**config.mk**
```make
export PLATFORM = sky130hd
export DESIGN_NAME = tpra_ctrl
export DESIGN_NICKNAME = d
export VERILOG_FILES = /design/src/tpra_pkg.sv /design/src/tpra_ctrl.sv
export SDC_FILE = /design/constraint.sdc
export NUM_CORES = 1
export LEC_CHECK = 0
export BUFFER_PORTS_ARGS = -buffer_cell sky130_fd_sc_hd__buf_2
export CAP_MARGIN = 20
export CORE_AREA = 5 5 42 44
export CTS_CLUSTER_SIZE = 28
export DETAILED_ROUTE_END_ITERATION = 6
export DIE_AREA = 0 0 47 49
export PLACE_DENSITY = 0.4
export SYNTH_ARGS = -nofsm -noshare
export SYNTH_HDL_FRONTEND = slang
export SYNTH_SLANG_ARGS = --single-unit
```
**constraint.sdc**
```tcl
create_clock -name clk -period 2.2 [get_ports clk]
set_clock_uncertainty 0.15 [all_clocks]
set_input_delay 0.44 -clock clk [delete_from_list [all_inputs] [get_ports clk]]
set_output_delay 0.44 -clock clk [all_outputs]
set_load 0.01 [all_outputs]
```
**src/tpra_pkg.sv**
```systemverilog
// Shared constants, codes and controller/datapath interface types for the packet ring allocator.
package tpra_pkg;

    localparam int FLEN_W  = 11;
    localparam int LEN_W   = 12;
    localparam int ADDR_W  = 13;
    localparam int PEND_W  = 12;
    localparam int KIND_W  = 2;
    localparam int STAT_W  = 2;

    localparam int SDATA_W = 16;
    localparam int MDATA_W = 56;

    localparam int TX_REGION_BYTES_DEF = 4096;

    localparam logic [PEND_W-1:0] PEND_MAX = 12'd4095;
    localparam logic [LEN_W-1:0]  HDR_BYTES = 12'd10;
    localparam logic [ADDR_W-1:0] STATUS_GAP = 13'd8;
    localparam logic [ADDR_W-1:0] LEN_WORD_BYTES = 13'd2;

    localparam logic [KIND_W-1:0] KIND_ENQ    = 2'd0;
    localparam logic [KIND_W-1:0] KIND_TXDONE = 2'd1;
    localparam logic [KIND_W-1:0] KIND_LINK   = 2'd2;

    localparam logic [STAT_W-1:0] STAT_DONE    = 2'd0;
    localparam logic [STAT_W-1:0] STAT_NOLINK  = 2'd1;
    localparam logic [STAT_W-1:0] STAT_NOSPACE = 2'd2;
    localparam logic [STAT_W-1:0] STAT_IGNORED = 2'd3;

    typedef struct packed {
        logic capture;
        logic exec;
        logic tx_load;
        logic load_out;
    } tpra_cmd_t;

    typedef struct packed {
        logic advance;
    } tpra_stat_t;

endpackage

```
**src/tpra_ctrl.sv**
```systemverilog
// Sequencer for the packet ring allocator: handshakes and per-item step control.
module tpra_ctrl (
    input  logic                clk,
    input  logic                rst_n,
    input  logic                s_tvalid,
    output logic                s_tready,
    output logic                m_tvalid,
    input  logic                m_tready,
    input  tpra_pkg::tpra_stat_t stat,
    output tpra_pkg::tpra_cmd_t  cmd
);
    import tpra_pkg::*;

    localparam logic [2:0] ST_IDLE = 3'd0;
    localparam logic [2:0] ST_EXEC = 3'd1;
    localparam logic [2:0] ST_READ = 3'd2;
    localparam logic [2:0] ST_LOAD = 3'd3;
    localparam logic [2:0] ST_DONE = 3'd4;

    logic [2:0] state_reg;
    logic [2:0] state_next;
    logic       out_valid_reg;
    logic       out_valid_next;

    assign s_tready = (state_reg == ST_IDLE);
    assign m_tvalid = out_valid_reg;

    always_comb
    begin
        cmd.capture  = s_tvalid && (state_reg == ST_IDLE);
        cmd.exec     = (state_reg == ST_EXEC);
        cmd.tx_load  = (state_reg == ST_LOAD);
        cmd.load_out = (state_reg == ST_DONE) && (!out_valid_reg || m_tready);
    end

    always_comb
    begin
        state_next = state_reg;
        case (state_reg)
            ST_IDLE:
            begin
                if (s_tvalid)
                    state_next = ST_EXEC;
            end
            ST_EXEC:
            begin
                state_next = stat.advance ? ST_READ : ST_DONE;
            end
            ST_READ:
            begin
                state_next = ST_LOAD;
            end
            ST_LOAD:
            begin
                state_next = ST_DONE;
            end
            ST_DONE:
            begin
                // hold until the output register is free
                if (!out_valid_reg || m_tready)
                    state_next = ST_IDLE;
            end
            default:
            begin
                state_next = ST_IDLE;
            end
        endcase
    end

    always_comb
    begin
        if (cmd.load_out)
            out_valid_next = 1'b1;
        else if (m_tready)
            out_valid_next = 1'b0;
        else
            out_valid_next = out_valid_reg;
    end

    always_ff @(posedge clk or negedge rst_n)
    begin
        if (!rst_n)
        begin
            state_reg     <= ST_IDLE;
            out_valid_reg <= 1'b0;
        end
        else
        begin
            state_reg     <= state_next;
            out_valid_reg <= out_valid_next;
        end
    end

endmodule

```
==> implementation parameters <==
Parameter                              Value

Finish
  Ratio of cells with drive above 1 in the final layout ... 0.3824
  Final #Nets ... 41
  Final design area excluding fillers ... 297.8 µm²
  Synthesis-to-finish area growth ... 46.91%
  Largest register FFs ... 3
  Post-layout utilization of the core ... 0.2125
  Count of inserted antenna diode cells ... 0

STA
  Final-report setup violation count ... 0
  Final hold vios ... 0
  Final sum of negative setup slack ... 0 ns
  Max-slew violations ... 0
  Maximum clock frequency ... 508.5 MHz
  Min Tclk post-route ... 1.967 ns
  Worst hold margin ... 0.3230 ns
  Worst setup margin ... 0.2334 ns
  Share of the cycle needed by the critical path after routing ... 0.8939
  Tightest Pin Transition ... 0.2178 ns
  Normalized max-slew margin ... 0.8537
  Unrepaired setup endpoints after global routing ... false

Die
  Overall die width ... 47 µm
  Die outline area ... 2303 µm²
  Number of primary I/O pins ... 11
  Row count ... 14
  Die height ... 49 µm
  Initial core utilization ... 0.1446
  Placeable core area ... 1401 µm²

Global routing
  Maximum number of pins on one net before global-route repair ... 9
  Wire length of the first global-routing pass ... 883 µm
  Global routing's busiest layer ... met3
  Via count of the first global-routing pass ... 212
  Grt total ovfl ... 0
  Initial antenna violation count ... 0
  GR Layer Usage met1 ... 0.06416
  Met2 Track Usage GR ... 0.06787
  Global routing met3 resource utilization ... 0.07011
  All-layer global routing usage ... 0.05716

Logic synthesis
  Area fraction in compound gates after synthesis ... 0.06790
  Mean Syn Cell Area ... 9.652 µm²
  Synthesized netlist net count ... 26
  Cell count after synthesis ... 21
  Total standard cell area after synthesis ... 202.7 µm²
  Yosys Warn Count ... 0
  Share of cell area taken by muxes after synthesis ... 0
  Unique cell type count in the Yosys netlist ... 14
  Adder-cell area share of the yosys netlist ... 0
  Largest family of logic cells by synthesized area ... simple AND/OR/NAND/NOR gates
  Post-synth top area share ... 0.4938
  Library cell with the largest summed area after synthesis ... sky130_fd_sc_hd__dfrtp_1
  Post-synthesis sequential element count ... 4
  Sequential cell area fraction in the yosys report ... 0.4938
  Synthesized-area fraction occupied by xor and xnor cells ... 0
  Area fraction in and, or, nand and nor cells after synthesis ... 0.3827
  Top cells by area, synth ... sky130_fd_sc_hd__dfrtp_1 49%, sky130_fd_sc_hd__nor3_1 7.4%, sky130_fd_sc_hd__nand2b_1 6.2%

Detailed routing
  Average detailed-routed wire length per instance ... 10.56 µm
  Iteration count of the initial detailed-routing pass ... 4
  Post-detailed-routing wire length ... 528 µm
  Initial DRC Count ... 1
  Count of antenna-violating nets left after detailed routing ... 0
  Post-route DRC ... 0
  Overall via count from detail_route ... 197
  Via density per instance ... 3.940

Clock network
  Clock-pin transition on the worst setup and hold timing paths ... 0.04 ns
  CTS root buffer ... sky130_fd_sc_hd__clkbuf_4
  Clk_lat worst skew ... 0.23 ns
  Number of clock buffers inserted by TritonCTS ... 3
  CTS tree ... built
  H-tree depth ... 1
  Total clock sinks ... 4
  Post CTS Setup Buffer Count ... 0
  Max clock buf depth ... 2

Power and ir drop
  Highest ir drop seen on vdd ... 0.3698 mV
  Leakage power of the design ... 0.0001499 µW
  Power density of the placed cells ... 1297 nW/µm²

Flow run
  Total of max-cap violations ... 0

Min path
  Classification of the worst-slack hold path ... input port to flop
  Origin of the worst min-delay path ... s_tvalid
  WHS Path Cells ... 3

Critical path
  Required arrival time at the worst endpoint ... 1.61 ns
  Startpoint-to-endpoint class of the critical path ... flop to output port
  Worst Reg-to-Reg Cells ... 2
  Worst-path maximum fanout ... 8
  Nature of the critical path endpoint ... output port
  Endpoint of the lowest-slack register-to-register path ... state_reg[2]$_DFFE_PN0P_
  Critical path arrival ... 1.38 ns
  Critical Path End ... cmd[0]
  Reg2reg setup slack ... 0.93 ns
  CP Launch Type ... flop
  Critical Path Start ... state_reg[1]$_DFFE_PN0P_
  Beginning of the worst register-to-register path ... state_reg[1]$_DFFE_PN0P_

Status
  Status ... finished clean

Placement
  Number of buffer cells added on primary ports ... 10
  Placement Setup Slack ... 0.4859 ns
  Placed Instance Area ... 265.3 µm²
  RePlAce Congestion ... 0.7069
==> logic make-up (layout without fill, tap and decap cells) <==
kind of cell / count (synthesis) / in the layout
and+or+nand+nor: 13 / 13
DFF: 4 / 4
AOI/OAI and AO/OA: 2 / 2
buffers and inverters: 2 / 15
==> worst max-delay path: stages (launching register included) <==
cell	delay [ns]
sky130_fd_sc_hd__dfrtp_1	0.44
sky130_fd_sc_hd__or3b_1	0.44
sky130_fd_sc_hd__nor2b_1	0.12
sky130_fd_sc_hd__buf_2	0.14
==> cell usage after synthesis <==
cell type                  instances
sky130_fd_sc_hd__a21oi_1           1
sky130_fd_sc_hd__and2_1            1
sky130_fd_sc_hd__buf_4             1
sky130_fd_sc_hd__dfrtp_1           4
sky130_fd_sc_hd__inv_1             1
sky130_fd_sc_hd__nand2_1           1
sky130_fd_sc_hd__nand2b_1          2
sky130_fd_sc_hd__nand3b_1          1
sky130_fd_sc_hd__nor2_1            1
sky130_fd_sc_hd__nor2b_1           2
sky130_fd_sc_hd__nor3_1            3
sky130_fd_sc_hd__nor3b_1           1
sky130_fd_sc_hd__o32ai_1           1
sky130_fd_sc_hd__or3b_1            1
==> placed cells by master, fill, tap and decap left out <==
cell                            instances
sky130_fd_sc_hd__nor3_1                 3
sky130_fd_sc_hd__or3b_1                 1
sky130_fd_sc_hd__nand2_1                1
sky130_fd_sc_hd__and2_1                 1
sky130_fd_sc_hd__buf_2                 10
sky130_fd_sc_hd__nor2_1                 1
sky130_fd_sc_hd__nand3b_1               1
sky130_fd_sc_hd__nand2b_1               2
sky130_fd_sc_hd__nor2b_1                2
sky130_fd_sc_hd__dfrtp_1                4
sky130_fd_sc_hd__o32ai_1                1
sky130_fd_sc_hd__inv_1                  1
sky130_fd_sc_hd__a21oi_1                1
sky130_fd_sc_hd__nor3b_1                1
sky130_fd_sc_hd__clkbuf_4               3
sky130_fd_sc_hd__dlygate4sd3_1          1
==> power by group <==
group | switching, µW | total [µW] | internal (µW)
combinational | 79.5 | 154 | 74.0
clock | 29.4 | 90.4 | 61.0
sequential | 40.1 | 142 | 102
total | 149 | 386 | 237
==> routing by layer <==
layer,wire length (µm),vias to the layer above
li1,-,100
met1,266,84
met2,177,13
met3,83,0
met4,0,0
met5,0,-
==> final cells by class <==
cell class              count  area (µm²)
repair buffers             11       60.06
clock buffers               3       22.52
flip-flops and latches      4       100.1
well taps                  16       20.02
fillers                   163        1104
multi-input cells          15       91.34
inverters                   1       3.754
==> metrics by stage <==
stage,instances,power [µW]
6_report,50,386.1
2_1_floorplan,21,234.8
3_5_place_dp,46,296.4
5_1_grt,50,423.4
4_1_cts,50,394.3
3_3_place_gp,46,288.6
==> worst min path at each step <==
stage	endpoint	slack [ns]
final	state_reg[0]$_DFFE_PN0P_	0.32
after global routing	state_reg[1]$_DFFE_PN0P_	0.34
after CTS	state_reg[0]$_DFFE_PN0P_	0.32
after detailed placement	m_tvalid$_DFFE_PN0P_	0.10
after global placement	m_tvalid$_DFFE_PN0P_	0.1
after floorplan	m_tvalid$_DFFE_PN0P_	-0.006
==> timing repair <==
item | 4_1_cts | 5_1_grt
gates resized for setup | 0 | 0
hold buffers | 1 | 0
hold endpoints to repair | 4 | 0
No activity file was read; power rests on OpenSTA's default activity.
